==> config.mk <==
export PLATFORM = sky130hd
export DESIGN_NAME = deadline_timer_queue
export DESIGN_NICKNAME = d
export VERILOG_FILES = /design/src/rtl/core/dtq_pkg.sv /design/src/rtl/core/dtq_front.sv /design/src/rtl/core/dtq_tree.sv /design/src/rtl/core/dtq_back.sv /design/src/rtl/core/deadline_timer_queue.sv
export SDC_FILE = /design/constraint.sdc
export NUM_CORES = 2
export LEC_CHECK = 0
export BUFFER_PORTS_ARGS = -buffer_cell sky130_fd_sc_hd__buf_2
export CORE_UTILIZATION = 47
export DETAILED_ROUTE_END_ITERATION = 8
export PLACE_DENSITY_LB_ADDON = 0.25
export SLEW_MARGIN = 0
export SYNTH_ARGS = -nofsm -noshare
export SYNTH_HDL_FRONTEND = slang
export SYNTH_SLANG_ARGS = --single-unit
==> constraint.sdc <==
create_clock -name i_clk -period 10.8 [get_ports i_clk]
set_input_delay 1.62 -clock i_clk [delete_from_list [all_inputs] [get_ports i_clk]]
set_output_delay 1.62 -clock i_clk [all_outputs]
set_load 0.005 [all_outputs]
==> src/rtl/core/dtq_pkg.sv <==
// ----------------------------------------------------------------------------
// dtq_pkg
// Shared types and constants of the deadline timer queue.
// ----------------------------------------------------------------------------
package dtq_pkg;

    localparam int QUEUE_DEPTH_DEF = 16;
    localparam int MAX_RESULTS     = 16;
    localparam int NRES_W          = $clog2(MAX_RESULTS + 1);
    localparam int TIME_W          = 32;
    localparam int ID_W            = 8;
    localparam int DELAY_W         = 16;
    localparam int FIFO_DEPTH      = 4;

    // item operations
    localparam logic OP_TICK  = 1'b0;
    localparam logic OP_SCHED = 1'b1;

    // result kinds
    localparam logic KIND_FIRED  = 1'b0;
    localparam logic KIND_REJECT = 1'b1;

    typedef struct packed {
        logic               op;
        logic [ID_W-1:0]    task_id;
        logic [DELAY_W-1:0] delay;
    } t_item;

endpackage

==> src/rtl/core/dtq_front.sv <==
// ----------------------------------------------------------------------------
// dtq_front
// Accepts input beats, decodes the operation and queues them for the back end.
// ----------------------------------------------------------------------------
module dtq_front (
    input  logic                         i_clk,
    input  logic                         i_rst_n,
    input  logic                         i_valid,
    output logic                         o_stall,
    input  logic                         i_mode,
    input  logic [dtq_pkg::ID_W-1:0]     i_task_id,
    input  logic [dtq_pkg::DELAY_W-1:0]  i_delay_ticks,
    output logic                         o_item_v,
    output dtq_pkg::t_item               o_item,
    input  logic                         i_item_take
);

    localparam int PTR_W = $clog2(dtq_pkg::FIFO_DEPTH);
    localparam int CNT_W = $clog2(dtq_pkg::FIFO_DEPTH + 1);

    dtq_pkg::t_item r_fifo [dtq_pkg::FIFO_DEPTH];
    logic [PTR_W-1:0] r_wr_ptr;
    logic [PTR_W-1:0] r_rd_ptr;
    logic [CNT_W-1:0] r_count;
    dtq_pkg::t_item   w_in;
    logic             w_push;
    logic             w_pop;

    always_comb begin
        w_in.op      = i_mode ? dtq_pkg::OP_SCHED : dtq_pkg::OP_TICK;
        w_in.task_id = i_task_id;
        w_in.delay   = i_delay_ticks;
    end

    assign o_stall  = (r_count == CNT_W'(dtq_pkg::FIFO_DEPTH));
    assign w_push   = i_valid && !o_stall;
    assign o_item_v = (r_count != '0);
    assign w_pop    = o_item_v && i_item_take;
    assign o_item   = r_fifo[r_rd_ptr];

    always_ff @(posedge i_clk) begin
        if (w_push) begin
            r_fifo[r_wr_ptr] <= w_in;
        end
    end

    always_ff @(posedge i_clk) begin
        if (!i_rst_n) begin
            r_wr_ptr <= '0;
            r_rd_ptr <= '0;
            r_count  <= '0;
        end else begin
            if (w_push) begin
                r_wr_ptr <= r_wr_ptr + PTR_W'(1);
            end
            if (w_pop) begin
                r_rd_ptr <= r_rd_ptr + PTR_W'(1);
            end
            if (w_push && !w_pop) begin
                r_count <= r_count + CNT_W'(1);
            end else if (w_pop && !w_push) begin
                r_count <= r_count - CNT_W'(1);
            end
        end
    end

endmodule

==> src/rtl/core/dtq_tree.sv <==
// ----------------------------------------------------------------------------
// dtq_tree
// Registered selection tree: finds the due slot with the largest age,
// lower slot wins on a tie. One register level per tree level.
// ----------------------------------------------------------------------------
module dtq_tree #(
    parameter int DEPTH = dtq_pkg::QUEUE_DEPTH_DEF
) (
    input  logic                                       i_clk,
    input  logic                                       i_rst_n,
    input  logic [DEPTH-1:0]                           i_leaf_v,
    input  logic [DEPTH-1:0][dtq_pkg::TIME_W-1:0]      i_leaf_age,
    input  logic [DEPTH-1:0][dtq_pkg::ID_W-1:0]        i_leaf_task,
    output logic                                       o_root_v,
    output logic [$clog2(DEPTH)-1:0]                   o_root_idx,
    output logic [dtq_pkg::ID_W-1:0]                   o_root_task
);

    localparam int LEVELS = $clog2(DEPTH);
    localparam int NPAD   = 1 << LEVELS;
    localparam int IW     = LEVELS;

    // node j has children 2j and 2j+1; nodes NPAD and up are leaves
    logic                        w_v    [1:2*NPAD-1];
    logic [dtq_pkg::TIME_W-1:0]  w_age  [1:2*NPAD-1];
    logic [IW-1:0]               w_idx  [1:2*NPAD-1];
    logic [dtq_pkg::ID_W-1:0]    w_task [1:2*NPAD-1];
    logic                        w_sel  [1:NPAD-1];

    logic                        r_v    [1:NPAD-1];
    logic [dtq_pkg::TIME_W-1:0]  r_age  [1:NPAD-1];
    logic [IW-1:0]               r_idx  [1:NPAD-1];
    logic [dtq_pkg::ID_W-1:0]    r_task [1:NPAD-1];

    always_comb begin
        for (int j = 1; j < NPAD; j++) begin
            w_v[j]    = r_v[j];
            w_age[j]  = r_age[j];
            w_idx[j]  = r_idx[j];
            w_task[j] = r_task[j];
        end
        for (int j = NPAD; j < 2 * NPAD; j++) begin
            w_idx[j] = IW'(j - NPAD);
            if (j - NPAD < DEPTH) begin
                w_v[j]    = i_leaf_v[IW'(j - NPAD)];
                w_age[j]  = i_leaf_age[IW'(j - NPAD)];
                w_task[j] = i_leaf_task[IW'(j - NPAD)];
            end else begin
                w_v[j]    = 1'b0;
                w_age[j]  = '0;
                w_task[j] = '0;
            end
        end
        // right child wins only when strictly older
        for (int j = 1; j < NPAD; j++) begin
            w_sel[j] = w_v[2*j+1] && (!w_v[2*j] || (w_age[2*j+1] > w_age[2*j]));
        end
    end

    always_ff @(posedge i_clk) begin
        if (!i_rst_n) begin
            for (int j = 1; j < NPAD; j++) begin
                r_v[j] <= 1'b0;
            end
        end else begin
            for (int j = 1; j < NPAD; j++) begin
                r_v[j] <= w_v[2*j] || w_v[2*j+1];
            end
        end
    end

    always_ff @(posedge i_clk) begin
        for (int j = 1; j < NPAD; j++) begin
            r_age[j]  <= w_sel[j] ? w_age[2*j+1]  : w_age[2*j];
            r_idx[j]  <= w_sel[j] ? w_idx[2*j+1]  : w_idx[2*j];
            r_task[j] <= w_sel[j] ? w_task[2*j+1] : w_task[2*j];
        end
    end

    assign o_root_v    = r_v[1];
    assign o_root_idx  = r_idx[1];
    assign o_root_task = r_task[1];

endmodule

==> src/rtl/core/dtq_back.sv <==
// ----------------------------------------------------------------------------
// dtq_back
// Slot store, time counter and release sequencer, with the result register.
// ----------------------------------------------------------------------------
module dtq_back #(
    parameter int DEPTH = dtq_pkg::QUEUE_DEPTH_DEF
) (
    input  logic                       i_clk,
    input  logic                       i_rst_n,
    input  logic                       i_item_v,
    input  dtq_pkg::t_item             i_item,
    output logic                       o_item_take,
    output logic                       o_valid,
    input  logic                       i_stall,
    output logic                       o_kind,
    output logic [dtq_pkg::ID_W-1:0]   o_fired_id,
    output logic                       o_last
);

    localparam int LEVELS = $clog2(DEPTH);
    localparam int IW     = LEVELS;
    localparam int CNT_W  = $clog2(LEVELS + 2);
    localparam int TW     = dtq_pkg::TIME_W;

    localparam logic ST_IDLE = 1'b0;
    localparam logic ST_PICK = 1'b1;

    logic                            r_state;
    logic [CNT_W-1:0]                r_cnt;
    logic [dtq_pkg::NRES_W-1:0]      r_nres;
    logic [TW-1:0]                   r_time;
    logic [DEPTH-1:0]                r_valid;
    logic [DEPTH-1:0][TW-1:0]        r_deadline;
    logic [DEPTH-1:0][dtq_pkg::ID_W-1:0] r_task;
    logic [DEPTH-1:0][TW-1:0]        r_lf_age;
    logic [DEPTH-1:0]                r_lf_due;
    logic                            r_hold_v;
    logic [dtq_pkg::ID_W-1:0]        r_hold_id;

    logic                            r_out_v;
    logic                            r_out_kind;
    logic [dtq_pkg::ID_W-1:0]        r_out_id;
    logic                            r_out_last;

    logic                            w_root_v;
    logic [IW-1:0]                   w_root_idx;
    logic [dtq_pkg::ID_W-1:0]        w_root_task;
    logic [IW-1:0]                   w_free_idx;
    logic                            w_full;
    logic                            w_out_free;
    logic                            w_more;
    logic                            w_decide;
    logic                            w_pick;
    logic                            w_push;
    logic                            w_push_kind;
    logic [dtq_pkg::ID_W-1:0]        w_push_id;
    logic                            w_push_last;
    logic [TW-1:0]                   w_ahead [DEPTH];

    dtq_tree #(
        .DEPTH (DEPTH)
    ) u_tree (
        .i_clk       (i_clk),
        .i_rst_n     (i_rst_n),
        .i_leaf_v    (r_valid & r_lf_due),
        .i_leaf_age  (r_lf_age),
        .i_leaf_task (r_task),
        .o_root_v    (w_root_v),
        .o_root_idx  (w_root_idx),
        .o_root_task (w_root_task)
    );

    // lowest free slot
    always_comb begin
        w_free_idx = '0;
        for (int i = DEPTH - 1; i >= 0; i--) begin
            if (!r_valid[i]) begin
                w_free_idx = IW'(i);
            end
        end
        w_full = &r_valid;
    end

    always_comb begin
        for (int i = 0; i < DEPTH; i++) begin
            w_ahead[i] = r_deadline[i] - r_time;
        end
    end

    // leaf age and due flag are registered, so they follow time and deadlines in the next cycle
    always_ff @(posedge i_clk) begin
        for (int i = 0; i < DEPTH; i++) begin
            r_lf_age[i] <= r_time - r_deadline[i];
            r_lf_due[i] <= (w_ahead[i] == '0) || w_ahead[i][TW-1];
        end
    end

    assign w_out_free  = !r_out_v || !i_stall;
    assign o_item_take = (r_state == ST_IDLE) && i_item_v &&
                         !((i_item.op == dtq_pkg::OP_SCHED) && w_full && !w_out_free);

    assign w_more   = w_root_v && (r_nres < dtq_pkg::NRES_W'(dtq_pkg::MAX_RESULTS));
    assign w_decide = (r_state == ST_PICK) && (r_cnt == '0) && (!r_hold_v || w_out_free);
    assign w_pick   = w_decide && w_more;

    always_comb begin
        w_push      = 1'b0;
        w_push_kind = dtq_pkg::KIND_FIRED;
        w_push_id   = r_hold_id;
        w_push_last = !w_more;
        if (o_item_take && (i_item.op == dtq_pkg::OP_SCHED) && w_full) begin
            w_push      = 1'b1;
            w_push_kind = dtq_pkg::KIND_REJECT;
            w_push_id   = i_item.task_id;
            w_push_last = 1'b1;
        end else if (w_decide && r_hold_v) begin
            w_push = 1'b1;
        end
    end

    always_ff @(posedge i_clk) begin
        if (o_item_take && (i_item.op == dtq_pkg::OP_SCHED) && !w_full) begin
            r_deadline[w_free_idx] <= r_time + TW'(i_item.delay);
            r_task[w_free_idx]     <= i_item.task_id;
        end
        if (w_pick) begin
            r_hold_id <= w_root_task;
        end
        if (w_push) begin
            r_out_kind <= w_push_kind;
            r_out_id   <= w_push_id;
            r_out_last <= w_push_last;
        end
    end

    always_ff @(posedge i_clk) begin
        if (!i_rst_n) begin
            r_state  <= ST_IDLE;
            r_cnt    <= '0;
            r_nres   <= '0;
            r_time   <= '0;
            r_valid  <= '0;
            r_hold_v <= 1'b0;
            r_out_v  <= 1'b0;
        end else begin
            if (w_push) begin
                r_out_v <= 1'b1;
            end else if (!i_stall) begin
                r_out_v <= 1'b0;
            end
            case (r_state)
                ST_IDLE: begin
                    if (o_item_take) begin
                        if (i_item.op == dtq_pkg::OP_TICK) begin
                            r_time   <= r_time + TW'(1);
                            r_cnt    <= CNT_W'(LEVELS + 1);
                            r_nres   <= '0;
                            r_hold_v <= 1'b0;
                            r_state  <= ST_PICK;
                        end else if (!w_full) begin
                            r_valid[w_free_idx] <= 1'b1;
                        end
                    end
                end
                ST_PICK: begin
                    if (r_cnt != '0) begin
                        r_cnt <= r_cnt - CNT_W'(1);
                    end else if (w_decide) begin
                        if (w_more) begin
                            r_valid[w_root_idx] <= 1'b0;
                            r_hold_v <= 1'b1;
                            r_nres   <= r_nres + dtq_pkg::NRES_W'(1);
                            r_cnt    <= CNT_W'(LEVELS);
                        end else begin
                            r_hold_v <= 1'b0;
                            r_state  <= ST_IDLE;
                        end
                    end
                end
                default: begin
                    r_state <= ST_IDLE;
                end
            endcase
        end
    end

    assign o_valid    = r_out_v;
    assign o_kind     = r_out_kind;
    assign o_fired_id = r_out_id;
    assign o_last     = r_out_last;

`ifndef SYNTH
    a_pick_valid_slot: assert property (@(posedge i_clk) disable iff (!i_rst_n)
        w_pick |-> r_valid[w_root_idx])
        else $error("released slot was not occupied");

    a_pick_clears_slot: assert property (@(posedge i_clk) disable iff (!i_rst_n)
        w_pick |=> !r_valid[$past(w_root_idx)])
        else $error("released slot still occupied");

    a_reject_only_full: assert property (@(posedge i_clk) disable iff (!i_rst_n)
        (w_push && (w_push_kind == dtq_pkg::KIND_REJECT)) |-> w_full)
        else $error("schedule rejected with a free slot");

    a_nres_bound: assert property (@(posedge i_clk) disable iff (!i_rst_n)
        r_nres <= dtq_pkg::NRES_W'(dtq_pkg::MAX_RESULTS))
        else $error("too many releases in one tick");
`endif

endmodule

==> src/rtl/core/deadline_timer_queue.sv <==
// ----------------------------------------------------------------------------
// deadline_timer_queue
// Timer queue ordered by deadline, with a decoupled intake queue and release
// sequencer.
// ----------------------------------------------------------------------------
// A schedule beat stores a task in the lowest free slot with deadline = time +
// delay, or returns one reject result when every slot is taken. A tick beat
// advances time and then releases every due task, up to MAX_RESULTS per tick,
// oldest deadline first, lower slot on a tie, the final one flagged last.
// With L = log2(QUEUE_DEPTH) levels in the registered selection tree, each
// release waits for the tree to settle after the slot is cleared, and output
// stalls hold the back end further. A four-entry intake queue keeps taking
// beats while a tick is being worked off, and a hold register keeps one
// released task until the result register is free.
// ----------------------------------------------------------------------------
module deadline_timer_queue #(
    parameter int QUEUE_DEPTH = dtq_pkg::QUEUE_DEPTH_DEF
) (
    input  logic                         i_clk,
    input  logic                         i_rst_n,
    input  logic                         i_valid,
    output logic                         o_stall,
    input  logic                         i_mode,
    input  logic [dtq_pkg::ID_W-1:0]     i_task_id,
    input  logic [dtq_pkg::DELAY_W-1:0]  i_delay_ticks,
    output logic                         o_valid,
    input  logic                         i_stall,
    output logic                         o_kind,
    output logic [dtq_pkg::ID_W-1:0]     o_fired_id,
    output logic                         o_last
);

    logic           w_item_v;
    dtq_pkg::t_item w_item;
    logic           w_item_take;

    dtq_front u_front (
        .i_clk         (i_clk),
        .i_rst_n       (i_rst_n),
        .i_valid       (i_valid),
        .o_stall       (o_stall),
        .i_mode        (i_mode),
        .i_task_id     (i_task_id),
        .i_delay_ticks (i_delay_ticks),
        .o_item_v      (w_item_v),
        .o_item        (w_item),
        .i_item_take   (w_item_take)
    );

    dtq_back #(
        .DEPTH (QUEUE_DEPTH)
    ) u_back (
        .i_clk       (i_clk),
        .i_rst_n     (i_rst_n),
        .i_item_v    (w_item_v),
        .i_item      (w_item),
        .o_item_take (w_item_take),
        .o_valid     (o_valid),
        .i_stall     (i_stall),
        .o_kind      (o_kind),
        .o_fired_id  (o_fired_id),
        .o_last      (o_last)
    );

endmodule

==> flow_summary.ini <==
[power]
p_int_mw = 7.93
seq_power_share = 0.431
clockPowerShare = 0.360
leakage_nw = 30.6
comb_power_share = 0.209
switching_power_mw = 3.49
peakVddDrop_v = 0.000161
switching_share = 0.306
power_density_mw_per_mm2 = 164

[logic_synthesis]
seq_area_frac_synth = 0.400
synth_cells = 6487
synth_async_sr_flop_share = 0
synth_area_per_cell_um2 = 9.77
ys_types = 94
mappedNetlistArea_mm2 = 0.0634
synth-seq-cells = 1048
synth_edf_count = 438
yosysWarningCount = 0
synthFlopType = dfxtp_1
syn-num-nets = 7270

[drt]
final_antenna_net_count = 0
drt-pass1-iter-count = 8
drtIter0Drc = 4654
vias = 49200
wl_per_cell_um = 26.0
wl_mm = 217
via_per_inst = 5.89
drc = 0

[setup_path]
cpMaxStageDelayCell = dfxtp_1
cp.arrival_ns = 5.66
cp_cell_sequence = inv_1, ha_1, fa_1, nor2b_1, o21ai_0, a21boi_0, o21ai_0, a2111oi_0, o21a_1, a41oi_1, a21o_1, o21a_1, o31ai_1, xor2_1
cp_max_fo = 11
cp_slowest_stage_delay_ns = 0.74
worst_setup_path_end_kind = register
start_kind = register
cpLargestDelayFamily = compound AO/OA/AOI/OAI gates
crit_buf_inv = 1
crit_required_ns = 11.44
critical_path_class = register to register

[clock_network]
cts.sink_count = 1048
cts_max_level = 3
clk_pin_slew_worst_paths_ns = 0.06
hold_buffers = 0
clockBufferDepth = 3
cts_resized = 0
clk_latency_ns = 0.74
postCtsSetupBuffers = 0
cts_tree = yes
cts_root_buf = clkbuf_16
cts_buffers = 114

[cells_and_area]
utilization = 0.521
finalNonFillerCells = 8348
area_growth_syn_to_layout_pct = 9.81
fin_area_mm2 = 0.0696
nets = 7260
num-fill-cells = 12100
drive_gt1_frac = 0.101

[sta]
timing.setup.tns_ns = 0
slew_viol_final = 0
hold_viol = 0
max_freq_ghz = 0.199
period_share = 0.465
final.min_clock_period_ns = 5.02
slew_headroom = 0.0292
tightest_slew_ns = 1.45
setup_viol = 0
skew_ns = 0.0269
rsz0062_at_grt = false

[grt]
gr-total-overflow = 0
grt_pass1_wl_mm = 313
grt_usage = 0.311
grt_max_degree = 61
grt_pass1_vias = 46700
antenna_found_initial = 12

[die]
die_w_um = 369
die_h_um = 369
dieArea_mm2 = 0.136
pin_count = 41
coreArea_mm2 = 0.134
rows = 134
start_util = 0.474

[placed_design]
io_buffer_count = 40
hpwl_mm = 173
dpl.cell_count = 8129
placed_area_mm2 = 0.0656
routabilityCongestion = 1.03

[run]
cap_viol_max_count = 0

[worst_hold_path]
hp-class = register to register

[status]
status = complete, no violations
## metrics by stage
step / power (mW) / hold WS, ns / worst slack, ns
2_1_floorplan: 6.35 / 0.310 / 6.43
6_report: 11.4 / 0.322 / 5.78
4_1_cts: 11.5 / 0.326 / 5.86
5_1_grt: 11.9 / 0.332 / 5.55
3_5_place_dp: 7.36 / 0.314 / 5.92
3_3_place_gp: 7.32 / 0.312 / 5.96
## worst paths after layout
| path | start | endpoint | slack [ns] | cells after the start |
|---|---|---|---|---|
| worst min register to register | u_back.u_tree.r_idx[0][8]$_DFF_P_ | u_back.u_tree.r_idx[0][4]$_DFF_P_ | 0.32 | 0 |
| worst max-delay path | u_back.r_time[0]$_SDFFE_PN0P_ | u_back.r_lf_age[94]$_DFF_P_ | 5.78 | 14 |
| worst min-delay path | u_back.u_tree.r_idx[0][8]$_DFF_P_ | u_back.u_tree.r_idx[0][4]$_DFF_P_ | 0.32 | 0 |
| worst max register to register | u_back.r_time[0]$_SDFFE_PN0P_ | u_back.r_lf_age[94]$_DFF_P_ | 5.78 | 14 |
## routing by layer
metal | vias to the layer above | GRT usage | part of all wire
met5 | - | 0.00321 | 0.00054
met4 | 10 | 0.119 | 0.039
met3 | 325 | 0.0579 | 0.071
met2 | 1881 | 0.486 | 0.45
met1 | 23800 | 0.424 | 0.44
li1 | 23100 | - | -
## sequential cells by signal, indices dropped and copies added (netlist names), 2 cells and up, named ones only
name and cells:
u_back.o_fired_id 8, u_back.r_cnt 3, u_back.r_deadline 256, u_back.r_hold_id 8, u_back.r_lf_age 256, u_back.r_lf_due 8, u_back.r_nres 5, u_back.r_task 64
u_back.r_time 32, u_back.r_valid 16, u_back.u_tree.r_age 192, u_back.u_tree.r_idx 14, u_back.u_tree.r_task 64, u_back.u_tree.r_v 8, u_front.r_count 3, u_front.r_fifo 100
u_front.r_rd_ptr 2, u_front.r_wr_ptr 2
## power groups by stage
stage          combinational [mW]  sequential [mW]  clock (mW)
5_1_grt                      2.58             4.95        4.34
3_3_place_gp                 2.32             5.00           0
3_5_place_dp                 2.35             5.01           0
2_1_floorplan                1.50             4.85           0
4_1_cts                      2.37             4.93        4.18
6_report                     2.38             4.93        4.11
## layout make-up
type,instances,area (um^2),area share
sequential,1048,25400,0.364
timing repair buffer,120,801,0.0115
tap,1768,2210,0.0318
multi-input combinational,4524,34700,0.499
clock inverter,65,778,0.0112
clock buffer,151,3200,0.0460
antenna,3,7.51,0.000108
inverter,669,2510,0.0361
## layout by cell type (no fill, tap or decap), drive strengths merged, types with 27 or more instances in the layout
cell    count
xnor2     281
inv       679
a21boi     45
o21bai     70
a211oi     51
nand2b     84
ha        744
o21ai     309
mux2      261
and3       30
clkinv     38
a21oi     498
nand3     109
o31ai      33
a21o      280
clkbuf    151
nor2b     102
edfxtp    438
dfxtp     610
nand4     137
nor4       36
a31oi      46
buf       120
nor2      344
a221oi     27
nand2     292
nor3       94
and2       57
xor2      106
o211ai     32
o21a      107
## cell families (layout without fill, tap and decap cells)
group | Yosys count | count (layout) | share of synthesized area
fa+ha+maj | 754 | 754 | 0.150
simple gates | 1383 | 1383 | 0.109
flops | 1048 | 1048 | 0.400
other cells | 0 | 3 | 0
mux | 311 | 311 | 0.0592
buf+inv | 915 | 1005 | 0.0545
compound gates | 1689 | 1689 | 0.173
xor+xnor | 387 | 387 | 0.0535
## synth_stat cells (25+ instances only)
master      n  area share
mux2_2    261       0.046
o21ai_0   294       0.023
nand3_1   109      0.0086
edfxtp_1  438        0.21
mux4_2     25      0.0089
a21o_1    280       0.033
xor2_1    106       0.015
nor3_1     94      0.0074
dfxtp_1   610        0.19
inv_1     668       0.040
o211ai_1   31      0.0037
ha_1      744        0.15
mux2i_1    25      0.0039
o31ai_1    32      0.0038
a221oi_1   26      0.0036
a31oi_1    46      0.0045
xnor2_1   281       0.039
o21bai_1   69      0.0082
nor2b_1   102       0.010
o21a_1    107       0.013
nand4_1   137       0.014
nand2b_1   84      0.0083
and2_1     56      0.0055
nand2_1   291       0.017
a21oi_1   496       0.039
nor2_1    344       0.020
a211oi_1   50      0.0059
clkbuf_1  216       0.013
and3_1     30      0.0030
a21boi_0   44      0.0052
nor4_1     35      0.0035
Note: power is estimated with default switching activity, not from simulation.
